`src/rtl/fprd_pkg.sv`:
```
// Shared types and constants of the fixed-predictor Rice decoder.
// Holds the status codes, field widths and the result record.
// No dependencies; every other file refers to it by scoped names.
package fprd_pkg;

   // Largest zigzag code that a residual may take.
   localparam int MAX_ZIGZAG = 1048575;
   localparam int ZIG_W = $clog2(MAX_ZIGZAG + 1);
   // Quotient counter: one above the largest legal quotient must fit.
   localparam int Q_W = ZIG_W + 1;
   // Predictor sum of four 16-bit samples needs 20 bits; the residual ZIG_W.
   localparam int SUM_W = ((ZIG_W > 20) ? ZIG_W : 20) + 1;

   localparam int SAMPLE_W = 16;
   localparam int CFG_W = 16;
   localparam int DATA_W = 32;
   localparam int PADDR_W = 3;
   localparam int HIST_DEPTH = 4;

   localparam logic [CFG_W-1:0] EXPECTED_RESET = 16'd2;
   localparam logic [CFG_W-1:0] MIN_EXPECTED = 16'd2;

   typedef logic signed [SAMPLE_W-1:0] sample_type;
   typedef logic [2:0] status_type;

   localparam status_type ST_OK        = 3'd0;
   localparam status_type ST_BAD_ARG   = 3'd1;
   localparam status_type ST_TRUNC     = 3'd2;
   localparam status_type ST_VERSION   = 3'd3;
   localparam status_type ST_PREDICTOR = 3'd4;
   localparam status_type ST_PARAM     = 3'd5;
   localparam status_type ST_RESIDUAL  = 3'd6;
   localparam status_type ST_SAMPLE    = 3'd7;

   // Register index of expected_samples on the configuration port.
   localparam logic REG_EXPECTED = 1'b0;

   // One result as produced by the frame logic.
   typedef struct packed {
      logic       valid;
      sample_type sample;
      status_type status;
      logic       last;
   } result_type;

endpackage

```
`src/rtl/fprd_csr.sv`:
```
// Configuration register block of the Rice decoder: the APB-style port
// and the expected_samples register. Depends on fprd_pkg.
module fprd_csr (
   input  logic                           clock,
   input  logic                           reset,
   input  logic                           psel,
   input  logic                           penable,
   input  logic                           pwrite,
   input  logic [fprd_pkg::PADDR_W-1:0]   paddr,
   input  logic [fprd_pkg::DATA_W-1:0]    pwdata,
   output logic [fprd_pkg::DATA_W-1:0]    prdata,
   output logic                           pready,
   output logic [fprd_pkg::CFG_W-1:0]     expected_samples
);

   logic [fprd_pkg::CFG_W-1:0] expected_ff;
   logic [fprd_pkg::CFG_W-1:0] expected_in;
   logic                       reg_hit;

   // Word index is the address bit above the byte offset.
   assign reg_hit = (paddr[fprd_pkg::PADDR_W-1] == fprd_pkg::REG_EXPECTED);

   always_comb begin
      expected_in = expected_ff;
      if (psel && penable && pwrite && pready && reg_hit) begin
         expected_in = pwdata[fprd_pkg::CFG_W-1:0];
      end
   end

   always_ff @(posedge clock) begin
      if (reset) begin
         expected_ff <= fprd_pkg::EXPECTED_RESET;
      end else begin
         expected_ff <= expected_in;
      end
   end

   assign pready = 1'b1;
   assign prdata = reg_hit ? fprd_pkg::DATA_W'(expected_ff) : '0;
   assign expected_samples = expected_ff;

endmodule

```
`src/rtl/fprd_predict.sv`:
```
// Fixed polynomial predictor plus zigzag residual for the Rice decoder.
// Purely combinational; depends on fprd_pkg.
module fprd_predict (
   input  fprd_pkg::sample_type           hist [fprd_pkg::HIST_DEPTH],
   input  logic [2:0]                     order,
   input  logic [fprd_pkg::ZIG_W-1:0]     zig,
   output fprd_pkg::sample_type           sample,
   output logic                           overflow
);

   localparam logic signed [fprd_pkg::SUM_W-1:0] LO = fprd_pkg::SUM_W'(-32768);
   localparam logic signed [fprd_pkg::SUM_W-1:0] HI = fprd_pkg::SUM_W'(32767);

   logic signed [fprd_pkg::SUM_W-1:0] a, b, c, d;
   logic signed [fprd_pkg::SUM_W-1:0] pred;
   logic        [fprd_pkg::ZIG_W-1:0] half;
   logic signed [fprd_pkg::ZIG_W-1:0] res;
   logic signed [fprd_pkg::SUM_W-1:0] sum;

   assign a = fprd_pkg::SUM_W'(hist[0]);
   assign b = fprd_pkg::SUM_W'(hist[1]);
   assign c = fprd_pkg::SUM_W'(hist[2]);
   assign d = fprd_pkg::SUM_W'(hist[3]);

   // The coefficients are built from shifts and adds at the sum width.
   always_comb begin
      case (order)
         3'd1:    pred = a;
         3'd2:    pred = (a <<< 1) - b;
         3'd3:    pred = (a <<< 1) + a - (b <<< 1) - b + c;
         default: pred = (a <<< 2) - (b <<< 2) - (b <<< 1) + (c <<< 2) - d;
      endcase
   end

   // Odd codes are negative residuals: -(zig >> 1) - 1 is the complement.
   assign half = {1'b0, zig[fprd_pkg::ZIG_W-1:1]};
   assign res  = zig[0] ? ~half : half;

   assign sum      = pred + fprd_pkg::SUM_W'(res);
   assign overflow = (sum < LO) || (sum > HI);
   assign sample   = sum[fprd_pkg::SAMPLE_W-1:0];

endmodule

```
`src/rtl/fprd_frame.sv`:
```
// Frame parser of the Rice decoder: header, seeds and Rice codes, one bit
// per step, with the sample history. Depends on fprd_pkg and fprd_predict.
module fprd_frame (
   input  logic                         clock,
   input  logic                         reset,
   input  logic                         fire,
   input  logic                         bit_value,
   input  logic                         first_bit,
   input  logic                         last_bit,
   input  logic [fprd_pkg::CFG_W-1:0]   expected_samples,
   output fprd_pkg::result_type         result
);

   typedef enum logic [2:0] {
      PH_IDLE,
      PH_HEADER,
      PH_SEED,
      PH_QUOT,
      PH_REM,
      PH_DONE
   } phase_type;

   phase_type                    phase_ff, phase_in;
   logic [15:0]                  shift_ff, shift_in;
   logic [3:0]                   idx_ff, idx_in;
   logic [1:0]                   version_ff, version_in;
   logic [2:0]                   order_ff, order_in;
   logic [3:0]                   k_ff, k_in;
   logic [fprd_pkg::Q_W-1:0]     quot_ff, quot_in;
   logic [14:0]                  rem_ff, rem_in;
   fprd_pkg::sample_type         hist_ff [fprd_pkg::HIST_DEPTH];
   fprd_pkg::sample_type         hist_in [fprd_pkg::HIST_DEPTH];
   logic [2:0]                   fill_ff, fill_in;
   logic [15:0]                  done_ff, done_in;

   logic [15:0]                  shift_new;
   logic [7:0]                   hdr_version, hdr_control, hdr_order, hdr_k;
   logic [14:0]                  rem_code;
   logic [31:0]                  zig;
   logic [31:0]                  quot_limit;
   fprd_pkg::sample_type         pred_sample;
   logic                         pred_over;
   fprd_pkg::status_type         err;
   fprd_pkg::sample_type         val;
   logic                         active, bad_arg, have, final_s, code_done, seed_done;

   function automatic logic [2:0] seeds_for(input logic [1:0] version,
                                            input logic [2:0] order);
      return (version == 2'd3) ? order : 3'd2;
   endfunction

   // The Rice code value, formed from the stored quotient and remainder.
   always_comb begin
      rem_code = '0;
      if (phase_ff == PH_REM) begin
         rem_code = rem_ff | (15'(bit_value) << idx_ff);
      end
      zig        = (32'(quot_ff) << k_ff) | 32'(rem_code);
      quot_limit = 32'(fprd_pkg::MAX_ZIGZAG) >> k_ff;
   end

   fprd_predict u_predict (
      .hist     (hist_ff),
      .order    (order_ff),
      .zig      (zig[fprd_pkg::ZIG_W-1:0]),
      .sample   (pred_sample),
      .overflow (pred_over)
   );

   always_comb begin
      phase_in   = phase_ff;
      shift_in   = shift_ff;
      idx_in     = idx_ff;
      version_in = version_ff;
      order_in   = order_ff;
      k_in       = k_ff;
      quot_in    = quot_ff;
      rem_in     = rem_ff;
      hist_in    = hist_ff;
      fill_in    = fill_ff;
      done_in    = done_ff;
      err        = fprd_pkg::ST_OK;
      val        = '0;
      bad_arg    = 1'b0;
      have       = 1'b0;
      final_s    = 1'b0;
      code_done  = 1'b0;
      seed_done  = 1'b0;
      hdr_version = shift_in[7:0];
      hdr_control = shift_in[15:8];
      hdr_order   = '0;
      hdr_k       = '0;
      result      = '0;

      // A first bit restarts the frame from a clean state.
      if (first_bit) begin
         phase_in   = PH_HEADER;
         shift_in   = '0;
         idx_in     = '0;
         version_in = '0;
         order_in   = '0;
         k_in       = '0;
         quot_in    = '0;
         rem_in     = '0;
         for (int i = 0; i < fprd_pkg::HIST_DEPTH; i++) begin
            hist_in[i] = '0;
         end
         fill_in = '0;
         done_in = '0;
         if (expected_samples < fprd_pkg::MIN_EXPECTED) begin
            phase_in = PH_DONE;
            bad_arg  = 1'b1;
         end
      end

      active    = !bad_arg && (phase_in inside {PH_HEADER, PH_SEED, PH_QUOT, PH_REM});
      shift_new = shift_in | (16'(bit_value) << idx_in);
      hdr_version = shift_new[7:0];
      hdr_control = shift_new[15:8];

      case (phase_in)
         PH_HEADER, PH_SEED: begin
            if (idx_in != 4'd15) begin
               idx_in   = idx_in + 4'd1;
               shift_in = shift_new;
            end else begin
               idx_in   = '0;
               shift_in = '0;
               if (phase_in == PH_HEADER) begin
                  phase_in = PH_SEED;
                  if (hdr_version == 8'd1) begin
                     hdr_order = 8'd2;
                     hdr_k     = hdr_control;
                  end else if (hdr_version inside {8'd2, 8'd3}) begin
                     hdr_order = {4'd0, hdr_control[7:4]};
                     hdr_k     = {4'd0, hdr_control[3:0]};
                  end else begin
                     err = fprd_pkg::ST_VERSION;
                  end
                  if (err == fprd_pkg::ST_OK) begin
                     if (hdr_order < 8'd1 || hdr_order > 8'd4 ||
                         (hdr_version != 8'd3 && hdr_order > 8'd2)) begin
                        err = fprd_pkg::ST_PREDICTOR;
                     end else if (hdr_k > 8'd15) begin
                        err = fprd_pkg::ST_PARAM;
                     end else begin
                        version_in = hdr_version[1:0];
                        order_in   = hdr_order[2:0];
                        k_in       = hdr_k[3:0];
                        if (expected_samples < 16'(seeds_for(version_in, order_in))) begin
                           err = fprd_pkg::ST_TRUNC;
                        end
                     end
                  end
               end else begin
                  val       = shift_new;
                  have      = 1'b1;
                  seed_done = 1'b1;
               end
            end
         end
         PH_QUOT: begin
            if (bit_value) begin
               rem_in = '0;
               idx_in = '0;
               if (k_in == 4'd0) begin
                  code_done = 1'b1;
               end else begin
                  phase_in = PH_REM;
               end
            end else begin
               quot_in = quot_in + 1'b1;
               if (32'(quot_in) > quot_limit) begin
                  err = fprd_pkg::ST_RESIDUAL;
               end
            end
         end
         PH_REM: begin
            rem_in = rem_code;
            idx_in = idx_in + 4'd1;
            if (idx_in >= k_in) begin
               code_done = 1'b1;
            end
         end
         default: ;
      endcase

      if (code_done) begin
         if (zig > 32'(fprd_pkg::MAX_ZIGZAG)) begin
            err = fprd_pkg::ST_RESIDUAL;
         end else if (pred_over) begin
            err = fprd_pkg::ST_SAMPLE;
         end else begin
            val      = pred_sample;
            have     = 1'b1;
            phase_in = PH_QUOT;
            quot_in  = '0;
            rem_in   = '0;
            idx_in   = '0;
         end
      end

      // Push a completed seed or sample into the history.
      if (have) begin
         hist_in[3] = hist_in[2];
         hist_in[2] = hist_in[1];
         hist_in[1] = hist_in[0];
         hist_in[0] = val;
         if (fill_in < 3'd4) begin
            fill_in = fill_in + 3'd1;
         end
         done_in = done_in + 16'd1;
         final_s = (done_in >= expected_samples);
      end

      if (seed_done && !final_s && fill_in >= seeds_for(version_in, order_in)) begin
         phase_in = PH_QUOT;
      end

      if (bad_arg) begin
         result = '{valid: 1'b1, sample: '0, status: fprd_pkg::ST_BAD_ARG, last: 1'b1};
      end else if (active) begin
         if (err != fprd_pkg::ST_OK) begin
            phase_in = PH_DONE;
            result   = '{valid: 1'b1, sample: '0, status: err, last: 1'b1};
         end else if (have && final_s) begin
            phase_in = PH_DONE;
            result   = '{valid: 1'b1, sample: val, status: fprd_pkg::ST_OK, last: 1'b1};
         end else if (last_bit) begin
            phase_in = PH_DONE;
            result   = '{valid: 1'b1, sample: '0, status: fprd_pkg::ST_TRUNC, last: 1'b1};
         end else if (have) begin
            result   = '{valid: 1'b1, sample: val, status: fprd_pkg::ST_OK, last: 1'b0};
         end
      end
   end

   always_ff @(posedge clock) begin
      if (reset) begin
         phase_ff   <= PH_IDLE;
         shift_ff   <= '0;
         idx_ff     <= '0;
         version_ff <= '0;
         order_ff   <= '0;
         k_ff       <= '0;
         quot_ff    <= '0;
         rem_ff     <= '0;
         for (int i = 0; i < fprd_pkg::HIST_DEPTH; i++) begin
            hist_ff[i] <= '0;
         end
         fill_ff    <= '0;
         done_ff    <= '0;
      end else if (fire) begin
         phase_ff   <= phase_in;
         shift_ff   <= shift_in;
         idx_ff     <= idx_in;
         version_ff <= version_in;
         order_ff   <= order_in;
         k_ff       <= k_in;
         quot_ff    <= quot_in;
         rem_ff     <= rem_in;
         hist_ff    <= hist_in;
         fill_ff    <= fill_in;
         done_ff    <= done_in;
      end
   end

endmodule

```
`src/rtl/fixed_predictor_rice_decoder.sv`:
```
// A request accepted at a rising edge is held in the request register; the frame
// logic then decodes it into the result register, from which its result can be
// taken. Throughput: one request per cycle.
// Stalls come only from the result side: a result held with rsp_ready low
// halts the frame logic, and req_ready falls once the request register fills.
// Reset is synchronous and active high; it empties both pipeline registers,
// returns the frame to idle and sets expected_samples to 2.
module fixed_predictor_rice_decoder (
   input  logic                           clock,
   input  logic                           reset,
   // Request channel: one payload bit per request.
   input  logic                           req_valid,
   output logic                           req_ready,
   input  logic                           req_bit_value,
   input  logic                           req_first_bit,
   input  logic                           req_last_bit,
   // Result channel: one decoded sample or status per result.
   output logic                           rsp_valid,
   input  logic                           rsp_ready,
   output fprd_pkg::sample_type           rsp_sample,
   output fprd_pkg::status_type           rsp_status,
   output logic                           rsp_last,
   // Configuration port.
   input  logic                           psel,
   input  logic                           penable,
   input  logic                           pwrite,
   input  logic [fprd_pkg::PADDR_W-1:0]   paddr,
   input  logic [fprd_pkg::DATA_W-1:0]    pwdata,
   output logic [fprd_pkg::DATA_W-1:0]    prdata,
   output logic                           pready
);

   // Request register. It holds one accepted bit until the frame logic
   // consumes it; the frame logic consumes it whenever the result register
   // is free or is being emptied in the same cycle.
   logic in_valid_ff, in_valid_in;
   logic in_bit_ff, in_first_ff, in_last_ff;

   // Result register. While rsp_ready stays high it is emptied every cycle,
   // so bits keep flowing; a result left waiting holds the frame logic.
   logic                 out_valid_ff, out_valid_in;
   fprd_pkg::sample_type out_sample_ff;
   fprd_pkg::status_type out_status_ff;
   logic                 out_last_ff;

   logic                       fire;
   logic                       accept;
   logic [fprd_pkg::CFG_W-1:0] expected_samples;
   fprd_pkg::result_type       step_result;

   fprd_csr u_csr (
      .clock            (clock),
      .reset            (reset),
      .psel             (psel),
      .penable          (penable),
      .pwrite           (pwrite),
      .paddr            (paddr),
      .pwdata           (pwdata),
      .prdata           (prdata),
      .pready           (pready),
      .expected_samples (expected_samples)
   );

   // The frame logic advances only on a cycle where its bit is consumed,
   // so its state and the result register always move together.
   assign fire      = in_valid_ff && (!out_valid_ff || rsp_ready);
   assign req_ready = !in_valid_ff || fire;
   assign accept    = req_valid && req_ready;

   fprd_frame u_frame (
      .clock            (clock),
      .reset            (reset),
      .fire             (fire),
      .bit_value        (in_bit_ff),
      .first_bit        (in_first_ff),
      .last_bit         (in_last_ff),
      .expected_samples (expected_samples),
      .result           (step_result)
   );

   always_comb begin
      in_valid_in = in_valid_ff;
      if (accept) begin
         in_valid_in = 1'b1;
      end else if (fire) begin
         in_valid_in = 1'b0;
      end

      out_valid_in = out_valid_ff && !rsp_ready;
      if (fire) begin
         out_valid_in = step_result.valid;
      end
   end

   always_ff @(posedge clock) begin
      if (reset) begin
         in_valid_ff  <= 1'b0;
         out_valid_ff <= 1'b0;
      end else begin
         in_valid_ff  <= in_valid_in;
         out_valid_ff <= out_valid_in;
      end
   end

   // Payload registers load without reset; their valid flags guard them.
   always_ff @(posedge clock) begin
      if (accept) begin
         in_bit_ff   <= req_bit_value;
         in_first_ff <= req_first_bit;
         in_last_ff  <= req_last_bit;
      end
      if (fire && step_result.valid) begin
         out_sample_ff <= step_result.sample;
         out_status_ff <= step_result.status;
         out_last_ff   <= step_result.last;
      end
   end

   assign rsp_valid  = out_valid_ff;
   assign rsp_sample = out_sample_ff;
   assign rsp_status = out_status_ff;
   assign rsp_last   = out_last_ff;

endmodule

```
`config.mk`:
```
export PLATFORM = sky130hd
export DESIGN_NAME = fixed_predictor_rice_decoder
export DESIGN_NICKNAME = d
export VERILOG_FILES = /design/src/rtl/fprd_pkg.sv /design/src/rtl/fprd_csr.sv /design/src/rtl/fprd_predict.sv /design/src/rtl/fprd_frame.sv /design/src/rtl/fixed_predictor_rice_decoder.sv
export SDC_FILE = /design/constraint.sdc
export NUM_CORES = 1
export LEC_CHECK = 0
export BUFFER_PORTS_ARGS = -buffer_cell sky130_fd_sc_hd__buf_2
export CAP_MARGIN = 20
export CORE_MARGIN = 10
export CORE_UTILIZATION = 57
export DETAILED_ROUTE_END_ITERATION = 7
export PLACE_DENSITY = 0.78
export SETUP_SLACK_MARGIN = 0.15
export SYNTH_ARGS = -nofsm -noshare
export SYNTH_HDL_FRONTEND = slang
export SYNTH_SLANG_ARGS = --single-unit
```
`constraint.sdc`:
```
create_clock -name clock -period 7.16 [get_ports clock]
set_input_delay 1.074 -clock clock [delete_from_list [all_inputs] [get_ports clock]]
set_output_delay 1.074 -clock clock [all_outputs]
set_load 0.01 [all_outputs]
```
Yosys cells after proc, flatten, opt, wreduce, memory -nomap -nowiden
Index checks and enable logic that the tools add are counted.

cells by class
  shift operators = 4
  eq/ne operators = 15
  $add $sub $neg = 14
  bitwise logic cells = 6
  reduce and logical (&&, ||, !) cells = 33
  muxes and demuxes = 127
  magnitude comparators = 14

operators with widths
  kind                                                                               number
  21-bit 2-to-1 mux                                                                  12
  16-bit 2-to-1 mux                                                                  12
  64-bit 2-to-1 mux                                                                  2
  3-bit 2-to-1 mux                                                                   42
  15-bit 2-to-1 mux                                                                  6
  8-bit 2-to-1 mux                                                                   8
  21-bit case mux with 3 select lines                                                1
  4-bit 2-to-1 mux                                                                   15
  21-bit by 32-bit greater-than comparator with 1-bit output                         1
  32-bit by 20-bit greater-than comparator with 1-bit output, second input constant  1
  32-bit by 15-bit OR with 32-bit output                                             1
  21-bit by 4-bit left shift with 32-bit output                                      1
  20-bit by 4-bit right shift with 32-bit output, first input constant               1
  15-bit case mux with 2 select lines                                                1
  20-bit by 16-bit adder with 21-bit output                                          1
  20-bit by 18-bit adder with 21-bit output                                          1
  21-bit by 1-bit adder with 21-bit output, second input constant                    1
  21-bit by 20-bit adder with 21-bit output                                          1
  21-bit by 16-bit greater-than comparator with 1-bit output, second input constant  1
  21-bit by 16-bit less-than comparator with 1-bit output, second input constant     1
  21-bit by 16-bit subtractor with 21-bit output                                     1
  20-bit 2-to-1 mux                                                                  1
  19-bit inverter with 20-bit output                                                 1
  19-bit by 16-bit subtractor with 20-bit output                                     1
  other kinds (47)                                                                   99

word-level totals
  output and inout bits = 55
  register bits = 192
  bits of input ports = 45
  word-level logic and storage cells = 237

Depth between registers and ports, before layout
Gate-level depths: netlist of run 1.

  depth after elaboration = 28
  mapped depth = 41
  gate-level depth less buffers = 40

Hierarchy
Synthesis of run 1 repeated with hierarchy kept, for this count alone.

second synthesis, totals
  cell total of the unflattened synthesis = 2307
  area, all modules = 18569.1 µm²

by module, submodules not included
  module                        area each (µm²)  seq. area each (µm²)  times used  cells each
  fprd_frame                    9800.6           3022.9                1           1297
  fprd_predict                  6989.2           0.0                   1           870
  fprd_csr                      982.2            320.3                 1           106
  fixed_predictor_rice_decoder  797.0            730.7                 1           34

Worst setup path after synthesis of run 1
No wires, ideal clock.

  path kind = flip-flop to flip-flop
  start = register u_frame.hist_ff[33] (netlist name)
  end = register u_frame.phase_ff[0]
  required time = 7041 ps
  setup time = 119 ps
  setup slack = -722 ps
  period minus slack after synthesis = 7882 ps
  arrival = 7763 ps
  cell stages (with the launch flop) = 38
  path buffers = 1
  path through = dfxtp_1 inv_1 fa_1 fa_1 inv_1 fa_1 inv_1 fa_1 a211oi_1 o21bai_1 a21oi_1 nor2_1 nor2_1 inv_1 a21oi_1 xor2_1 o32a_1 o221ai_1 [... 2 more ...] nor4_2 a2111oi_0 a21oi_1 xnor2_1 nor3_1 nand3_1 or3_4 a21o_1 buf_2 a21oi_1 xnor2_1 ha_1 nand2b_1 a21oi_1 nor2b_1 o211ai_1 nand3_1 o221a_2

between the ends
  word-level cells in the longest chain between the ends = 21
  elaborated cells on any way between the ends = 36
  classes of those cells = 9 x add/sub; 3 x order compare; 18 x mux; 6 x reduce/logical

RTL lines
  element                                                                                                                                       RTL line            RTL
  start, declared                                                                                                                               fprd_frame.sv:31    fprd_pkg::sample_type hist_ff [fprd_pkg::HIST_DEPTH];
  start signal, assigned                                                                                                                        fprd_frame.sv:262   hist_ff <= hist_in;
  18-bit by 18-bit subtractor with 19-bit output                                                                                                fprd_predict.sv:31  default: pred = (a <<< 2) - (b <<< 2) - (b <<< 1) + (c <<< 2) - d;
  19-bit by 17-bit subtractor with 20-bit output                                                                                                fprd_predict.sv:31
  20-bit by 18-bit adder with 21-bit output                                                                                                     fprd_predict.sv:31
  21-bit by 16-bit subtractor with 21-bit output                                                                                                fprd_predict.sv:31
  21-bit case mux with 3 select lines *                                                                                                         fprd_predict.sv:27  case (order)
  21-bit by 20-bit adder with 21-bit output *                                                                                                   fprd_predict.sv:39  assign sum = pred + fprd_pkg::SUM_W'(res);
  21-bit by 16-bit less-than comparator with 1-bit output / 21-bit by 16-bit greater-than comparator with 1-bit output (equally long branches)  fprd_predict.sv:40  assign overflow = (sum < LO) || (sum > HI);
  1-bit logical OR *                                                                                                                            fprd_predict.sv:40
  branches (longest 12 deep; another with 3-bit >= comparator)                                                                                  --
  3-bit 2-to-1 mux *                                                                                                                            fprd_frame.sv:220   if (bad_arg) begin
  end signal, assigned                                                                                                                          fprd_frame.sv:254   phase_ff <= phase_in;
  end, declared                                                                                                                                 fprd_frame.sv:23    phase_type phase_ff, phase_in;

Mark *: on every way between the ends.
A chain may end at the register's enable or synchronous reset.

Final worst setup path of run 1
  start = register u_frame.hist_ff[35] (netlist name)
  end = register u_frame.phase_ff[0]

between the ends
  elaborated cells on any way between the ends = 36
  classes of those cells = 9 x add/sub; 3 x order compare; 18 x mux; 6 x reduce/logical

RTL lines
  element                                                                                                                                       RTL line            RTL
  18-bit by 18-bit subtractor with 19-bit output                                                                                                fprd_predict.sv:31
  19-bit by 17-bit subtractor with 20-bit output                                                                                                fprd_predict.sv:31
  20-bit by 18-bit adder with 21-bit output                                                                                                     fprd_predict.sv:31
  21-bit by 16-bit subtractor with 21-bit output                                                                                                fprd_predict.sv:31
  21-bit case mux with 3 select lines *                                                                                                         fprd_predict.sv:27
  21-bit by 20-bit adder with 21-bit output *                                                                                                   fprd_predict.sv:39
  21-bit by 16-bit less-than comparator with 1-bit output / 21-bit by 16-bit greater-than comparator with 1-bit output (equally long branches)  fprd_predict.sv:40
  1-bit logical OR *                                                                                                                            fprd_predict.sv:40
  [... 4 more ...]                                                                                                                              --
  named net u_frame.fill_in[1]                                                                                                                  fprd_frame.sv:33    logic [2:0] fill_ff, fill_in;
  3-bit >= comparator *                                                                                                                         fprd_frame.sv:216   if (seed_done && !final_s && fill_in >= seeds_for(version_in, order_in)) begin
  1-bit logical AND *                                                                                                                           fprd_frame.sv:216
  3-bit 2-to-1 mux *                                                                                                                            fprd_frame.sv:216
  3-bit 2-to-1 mux                                                                                                                              fprd_frame.sv:229   end else if (last_bit) begin
  3-bit 2-to-1 mux                                                                                                                              fprd_frame.sv:226   end else if (have && final_s) begin
  3-bit 2-to-1 mux                                                                                                                              fprd_frame.sv:223   if (err != fprd_pkg::ST_OK) begin
  3-bit 2-to-1 mux                                                                                                                              fprd_frame.sv:222   end else if (active) begin
  3-bit 2-to-1 mux *                                                                                                                            fprd_frame.sv:220

Mark *: on every way through the listed nets, which the timed path passes. The rest lies on a longest branch.

==> results of run 1 <==
worst min path at each step:
stage	start	to	slack (ns)	cells after the start
after floorplan	u_frame.rem_ff[6]	u_frame.rem_ff[6]	0.43	2
after global placement	u_frame.rem_ff[7]	u_frame.rem_ff[7]	0.43	2
after detailed placement	u_frame.rem_ff[7]	u_frame.rem_ff[7]	0.45	2
after CTS	u_frame.rem_ff[7]	u_frame.rem_ff[7]	0.46	2
after global routing	u_frame.rem_ff[7]	u_frame.rem_ff[7]	0.49	2
final	u_csr.expected_samples[8]	u_csr.expected_samples[8]	0.47	2
metrics by stage:
step                TNS, ns  cell area, um^2
global route         -81.22            22200
CTS                  -25.95            21400
finish               -35.56            22200
floorplan           -0.0942            18200
detailed placement   -46.92            19900
global placement     -25.28            19900
metal layers:
metal | part of all wire, % | track usage [%] | wire length [um] | up-vias
met4 | 5.2 | 15.1 | 3160 | 0
met3 | 7.3 | 5.64 | 4440 | 194
met5 | 0 | 0 | 0 | -
li1 | - | - | - | 8290
met1 | 40 | 35.5 | 24200 | 8634
met2 | 48 | 50.3 | 29100 | 856
worst reg2reg max path, delay by kind of cell (launching register included):
family | cells | cell delay [ns]
compound gates | 17 | 3.11
xor+xnor | 2 | 0.23
fa+ha+maj | 6 | 2.43
buf+inv | 5 | 0.51
flops | 1 | 0.36
simple gates | 7 | 1.05
report_power, final:
part	internal [mW]	switching [mW]
clock network	0.544	0.499
registers	1.10	0.0110
logic	0.220	0.292
layout by cell type, fill, tap and decap left out, types with 10 or more instances in the layout:
cell type and n:
o221ai_2 13, nor4_1 13, a22o_1 64, o21bai_1 14, buf_2 64, a31oi_1 16
o21a_1 19, a21oi_1 151, nor3_1 37, nand4_1 25, nor2_1 237, nand2b_1 14
a211oi_1 23, edfxtp_1 23, and3_1 13, mux2i_1 19, ha_1 123, buf_4 218
a21oi_2 14, inv_1 214, nand3_1 75, a21o_1 28, clkbuf_16 22, fa_1 97
a22oi_1 38, buf_12 14, o211ai_1 21, dfxtp_1 160, nor2b_1 32, xnor2_1 69
and2_1 13, o21ai_0 70, buf_6 12, o21ai_1 11, inv_2 10, conb_1 17
nand2_1 163, xor2_1 46, o22ai_1 13, buf_16 15
logic make-up (layout without fill, tap and decap cells):
group / Yosys count / after routing / synth area share [%]
flops: 192 / 192 / 22.7
fa+ha+maj: 229 / 229 / 20.1
compound gates: 607 / 607 / 22.9
mux: 27 / 27 / 1.75
other cells: 2 / 17 / 0.0418
simple gates: 696 / 696 / 18.1
xor+xnor: 116 / 116 / 5.66
buf+inv: 373 / 594 / 8.74
flip-flops by register name (all words and copies together) (netlist names):
| name | count |
|---|---|
| in_bit_ff | 1 |
| in_first_ff | 1 |
| in_last_ff | 1 |
| in_valid_ff | 1 |
| rsp_last | 1 |
| rsp_sample | 16 |
| rsp_status | 3 |
| rsp_valid | 1 |
| u_csr.expected_samples | 16 |
| u_frame.done_ff | 16 |
| u_frame.fill_ff | 3 |
| u_frame.hist_ff | 64 |
| u_frame.idx_ff | 4 |
| u_frame.k_ff | 4 |
| u_frame.order_ff | 3 |
| u_frame.phase_ff | 3 |
| u_frame.quot_ff | 21 |
| u_frame.rem_ff | 15 |
| u_frame.shift_ff | 16 |
| u_frame.version_ff | 2 |
what timing repair did:
item,4_1_cts,5_1_grt
buffers inserted,26,18
setup endpoints to repair,146,146
gates cloned,15,3
pin swaps,35,101
hold endpoints to repair,0,0
resized for setup,79,94
final cells by class:
class                           instances  area, um^2
Inverter                              230         871
Multi-Input combinational cell       1692       13100
Timing Repair Buffer                  332        2970
Sequential cell                       192        4100
Clock buffer                           20         489
Tap cell                              396         495
Clock inverter                         12         130
Fill cell                            2361        8650
==> summary.txt, run 1 <==
Power and ir drop
  – Power Dens Cells: 120 nW/um^2
  – P_leak: 9.22 nW
  – Maximum vdd drop: 0.187 mV
  – Total power draw: 2.66 mW

Logic synthesis
  – Avg Synthesized Cell Area: 8.01 um^2
  – Synth Cell Area: 18,000 um^2
  – Asr flop ratio synth: 0%
  – Yosys reg bits: 192
  – Post-synth top flop: dfxtp_1
  – Post-synth top cells: nor2_1 (244), inv_1 (225), a21oi_1 (173), dfxtp_1 (169), nand2_1 (165)
  – Largest area contributor in the netlist: dfxtp_1
  – Mapped Cells: 2,242
  – Synth unique cells: 84
  – Post-synth EDFFs: 23
  – Synth warn: 0
  – Synth top area share: 18.8%
  – Post-synthesis sequential area ratio: 22.7%
  – Top post-synthesis cells by area: dfxtp_1 (19%), fa_1 (11%), ha_1 (9.1%), nor2_1 (5.1%), a21oi_1 (4.8%)
  – Most common cell in the netlist: nor2_1

STA
  – Final period util: 109%
  – Max-Slew Margin vs Limit: 28.1%
  – Final Setup Violations: 132
  – FMAX: 0.128 GHz
  – Layout Skew: 0.0183 ns
  – RSZ-0062 raised after global routing: yes
  – Least-Margin Pin Slew: 1.08 ns
  – Slew Limit Fails: 0
  – Final setup margin: -0.640 ns
  – Final hold violations: 0
  – Period minus WS final: 7.80 ns
  – Final hold slack: 0.471 ns

Place
  – Placed cell count: 2,777
  – Pre-CTS WS: -0.869 ns
  – HPWL after detailed placement: 41,900 um
  – Port Buf Inserts: 64
  – RePlAce Congestion: 0.958

GRT
  – Total congestion overflow: 0
  – GRT Util Overall: 29.8%
  – Pin count of the biggest net entering global routing: 74
  – Vias in the first global route: 17,401
  – Antenna violations before repair: 0
  – First-pass GRT wire length: 92,500 um

Route
  – Iteration count of the initial detailed-routing pass: 8
  – Vias: 17,974
  – Number of DRC markers in iteration 0: 1,717
  – Aggregate routed wire length: 60,900 um
  – Vias per cell: 6.25
  – Antenna Nets Post-Route: 0
  – DR DRC count: 0
  – Mean routed wirelength per cell: 21.2 um

Setup path
  – R2R Path End: u_frame.phase_ff[0]
  – Worst EP arrival: 8.17 ns
  – Critical path's largest stage delay: 0.52 ns
  – R2R Setup Slk: -0.64 ns
  – Crit path buf inv count: 5
  – Critical path peak fanout: 4
  – Critical Path RT: 7.53 ns
  – CP Depth: 37
  – Worst r2r src: u_frame.hist_ff[35]
  – R2R cell count: 37
  – Delay-heaviest family, CP: compound AO/OA/AOI/OAI gates
  – Critical Path Start Type: flip-flop
  – Slowest-stage cell, CP: fa_1
  – Worst setup path end: u_frame.phase_ff[0]
  – CP Capture Type: flip-flop
  – Crit path from: u_frame.hist_ff[35]
  – Worst Setup Path Type: flip-flop to flip-flop

Worst hold path
  – Hold Crit Class: flip-flop to flip-flop

Floorplan
  – Die H: 198 um
  – Initial Utilization: 58.3%
  – I/O pin count: 100
  – Die Footprint: 39,000 um^2
  – Core Rows: 64
  – Die width: 198 um
  – Core region area: 30,800 um^2

Clock tree
  – CTS tree: yes
  – Sinks on Clock Net: 192
  – Post-CTS Hold Fix Bufs: 0
  – Worst skew pair latency: 0.49 ns
  – Num CTS Buffers: 17
  – CTS Root Cell: clkbuf_16
  – Worst-path clk slew: 0.08 ns
  – Clock Path Buffers: 2
  – H-Tree Depth: 4

Cells and area
  – Final Non-Filler Cells: 2,874
  – Share of cells above drive strength 1: 20.9%
  – Total Nets Final: 2,739
  – Final Util: 71.9%
  – Antenna cells: 0
  – Area Overhead vs Synth: 23.5%

Outcome
  – Failing checks: negative setup slack
  – Outcome: complete, but fails checks

Flow run
  – Max-cap viol count: 0
(Power assumes the default switching activity.)
==> run 2: changes to the inputs <==
--- a/config.mk
+++ b/config.mk
@@ -10,7 +10,7 @@
 export CORE_MARGIN = 10
 export CORE_UTILIZATION = 57
 export DETAILED_ROUTE_END_ITERATION = 7
-export PLACE_DENSITY = 0.78
+export PLACE_DENSITY_LB_ADDON = 0.12
 export SETUP_SLACK_MARGIN = 0.15
 export SYNTH_ARGS = -nofsm -noshare
 export SYNTH_HDL_FRONTEND = slang
==> run 2 against run 1 <==
The run still ends with negative setup slack left. Core utilization is 1.6 points lower. Flip-flop and latch count stayed put. Via count decreased by 2.3%. Clock-buffer cell count grew 1. Register-to-register slack better by 0.04 ns. Setup slack better by 0.036 ns. Non-clock buffer count shrank 21. Clock power decreased by 5%. Combinational power shrank 8.4%. Global-route usage is 1.3 points lower. Sequential share of layout area is 0.42 points higher. Clock skew down 0.0040 ns. Critical endpoint unchanged. Highest routed layer unchanged.
==> summary.txt, run 2 (same netlist as run 1, synthesis figures left out) <==
GRT
  – Met3 Use GR: 4.96% (-0.68 points)
  – Met2 usage: 48.6% (-1.7 points)
  – Vias in the first global route: 17,070 (-1.9%)
  – First-pass GRT wire length: 89,200 um (-3.5%)
  – Grt met1 use: 34.6% (-0.99 points)
  – Most Crowded Layer GR: met2
  – GRT Util Overall: 28.5% (-1.3 points)
  – Total congestion overflow: 0 (unchanged)
  – Pin count of the biggest net entering global routing: 56 (-24%)
  – Antenna violations before repair: 0 (unchanged)

Worst hold path
  – Hold endpoint: u_frame.rem_ff[6]
  – Worst Hold Launch: u_frame.rem_ff[6]
  – Hold Crit Class: flip-flop to flip-flop
  – WHS Path Cells: 2 (unchanged)

Setup path
  – CP Depth: 41 (+11%)
  – R2R Setup Slk: -0.60 ns (+0.04 ns)
  – Delay-heaviest family, CP: compound AO/OA/AOI/OAI gates
  – Critical path peak fanout: 3 (-1)
  – Worst Setup Path Type: flip-flop to flip-flop
  – CP Capture Type: flip-flop
  – Slowest-stage cell, CP: fa_1
  – Worst EP arrival: 8.14 ns (-0.03 ns)
  – R2R cell count: 41 (+11%)
  – Critical Path Start Type: flip-flop
  – Worst r2r src: u_frame.hist_ff[33]
  – Crit path buf inv count: 8 (+3)
  – Critical path's largest stage delay: 0.50 ns (-0.02 ns)
  – R2R Path End: u_frame.phase_ff[0]
  – Critical Path RT: 7.53 ns (about the same)

Clock tree
  – Clock Path Buffers: 2 (unchanged)
  – CTS Root Cell: clkbuf_16
  – Post-CTS Hold Fix Bufs: 0 (unchanged)
  – Worst-path clk slew: 0.07 ns (about the same)
  – Worst skew pair latency: 0.48 ns (about the same)
  – Num CTS Buffers: 17 (unchanged)
  – Sinks on Clock Net: 192 (unchanged)
  – CTS tree: yes
  – H-Tree Depth: 4 (unchanged)

Floorplan
  – Initial Utilization: 58.3% (unchanged)
  – Core Rows: 64 (unchanged)
  – Die Footprint: 39,000 um^2 (unchanged)
  – Die H: 198 um (unchanged)
  – Die width: 198 um (unchanged)
  – Core region area: 30,800 um^2 (unchanged)
  – I/O pin count: 100 (unchanged)

STA
  – Least-Margin Pin Slew: 1.37 ns (+0.297 ns)
  – Max-Slew Margin vs Limit: 8.12% (-20 points)
  – Setup TNS: -10.49 ns (+25.06 ns)
  – RSZ-0062 raised after global routing: yes
  – Layout Skew: 0.0142 ns (-0.00401 ns)
  – FMAX: 0.129 GHz (+0.46%)
  – Final period util: 108% (-0.50 points)
  – Slew Limit Fails: 0 (unchanged)
  – Final Setup Violations: 76 (-42%)
  – Final setup margin: -0.604 ns (+0.0360 ns)
  – Period minus WS final: 7.76 ns (-0.0360 ns)
  – Final hold violations: 0 (unchanged)

Cells and area
  – Biggest register: u_frame.hist_ff
  – Total Nets Final: 2,718 (-0.77%)
  – Area Overhead vs Synth: 20.7%
  – Top flop regs: u_frame.hist_ff: 64 flops, u_frame.quot_ff: 21 flops
  – Fill count: 2,513 (+6.4%)
  – Share of cells above drive strength 1: 20.7% (-0.27 points)
  – Commonest non-fill, non-tap cell in the layout: nor2_1
  – Footprint of the multi-input gates: 13,100 um^2 (-0.40%)
  – Antenna cells: 0 (unchanged)
  – Final instance area: 21,700 um^2 (-2.3%)
  – Largest register FFs: 64 (unchanged)
  – Register area: 4090 um^2 (about the same)
  – Commonest non-fill, non-tap cells in the layout: nor2_1 (232), inv_1 (213), buf_4 (205), nand2_1 (164), dfxtp_1 (160)

Outcome
  – Failing checks: negative setup slack
  – Outcome: complete, but fails checks

Route
  – Mean routed wirelength per cell: 20.5 um (-3.4%)
  – Antenna Nets Post-Route: 0 (unchanged)
  – Aggregate routed wire length: 58,400 um (-4.1%)
  – Vias: 17,564 (-2.3%)
  – DR DRC count: 0 (unchanged)
  – Iteration count of the initial detailed-routing pass: 5 (-3)
  – Number of DRC markers in iteration 0: 1,607 (-6.4%)
  – Vias per cell: 6.16 (-1.6%)

Power and ir drop
  – P_leak: 8.96 nW (-2.8%)
  – Total power draw: 2.56 mW (-3.7%)
  – Maximum vdd drop: 0.183 mV (-2.1%)
  – Power Dens Cells: 118 nW/um^2 (-1.5%)

Place
  – Port Buf Inserts: 64 (unchanged)
  – RePlAce Congestion: 0.924 (-3.6%)
  – Area post-placement: 19,900 um^2 (+0.43%)
  – HPWL after detailed placement: 42,000 um (+0.24%)
  – Pre-CTS WS: -0.660 ns (+0.210 ns)

Flow run
  – Max-cap viol count: 0 (unchanged)
==> run 2: changes by cell type in the layout (fill, tap and decap cells not counted), moves of 5 or more <==
cell,before,now
buf_16,15,0
buf_4,218,205
a21oi_2,14,21
a22oi_1,38,31
a22oi_2,3,10
a21oi_4,8,2
buf_6,12,18
nand3_1,75,81
inv_6,6,1
nor2_1,237,232
==> run 2: what timing repair did <==
action / 4_1_cts / 5_1_grt
setup endpoints to repair: 138 / 146
resized for setup: 38 / 124
pin swaps: 29 / 88
gates cloned: 0 / 12
buffers inserted: 11 / 12
==> run 2: metrics by stage <==
stage | utilization, % | hold WS (ns) | cells
after floorplan | - | 0.426 | 2257
after global placement | 64.7 | 0.434 | 2785
after detailed placement | 64.7 | 0.446 | 2785
after CTS | 67.3 | 0.462 | 2828
after global routing | 70.3 | 0.489 | 2853
final | 70.3 | 0.464 | 2853
==> run 2: cell type report <==
cell class | instances | share of cell area (%)
Multi-Input combinational cell | 1692 | 60.3
Timing Repair Buffer | 311 | 11.8
Sequential cell | 192 | 18.9
Clock buffer | 21 | 2.22
Tap cell | 396 | 2.29
Inverter | 230 | 4.01
Clock inverter | 11 | 0.479
==> run 2: worst reg2reg max path: cells and delay by family, from the launching register on <==
family | cells | cell delay [ns]
AOI/OAI and AO/OA | 18 | 2.93
adders and majority gates | 7 | 2.38
and+or+nand+nor | 6 | 0.92
buffers and inverters | 8 | 0.69
DFF | 1 | 0.38
xor gates and xnor gates | 2 | 0.35
==> run 2: how the worst max path moves through the flow <==
stage                     slack [ns]           startpoint             endpoint
final                          -0.60  u_frame.hist_ff[33]  u_frame.phase_ff[0]
after global placement         -0.62  u_frame.hist_ff[33]  u_frame.phase_ff[0]
after CTS                      -0.45  u_frame.hist_ff[35]  u_frame.phase_ff[0]
after detailed placement       -0.66  u_frame.hist_ff[33]  u_frame.phase_ff[0]
after global routing           -1.01  u_frame.hist_ff[20]  u_frame.phase_ff[0]
after floorplan                -0.09  u_frame.hist_ff[35]  u_frame.phase_ff[0]
==> run 2: report_power, final <==
part / internal, mW / leakage [nW] / switching, mW
sequential: 1.10 / 1.58 / 0.00953
combinational: 0.186 / 7.09 / 0.282
clock: 0.521 / 0.287 / 0.467
==> run 2: layer usage <==
| metal | part of all wire (%) | up-vias |
|---|---|---|
| met3 | 6.4 | 151 |
| met2 | 49 | 664 |
| li1 | - | 8236 |
| met4 | 4.2 | 0 |
| met1 | 41 | 8513 |
| met5 | 0 | - |
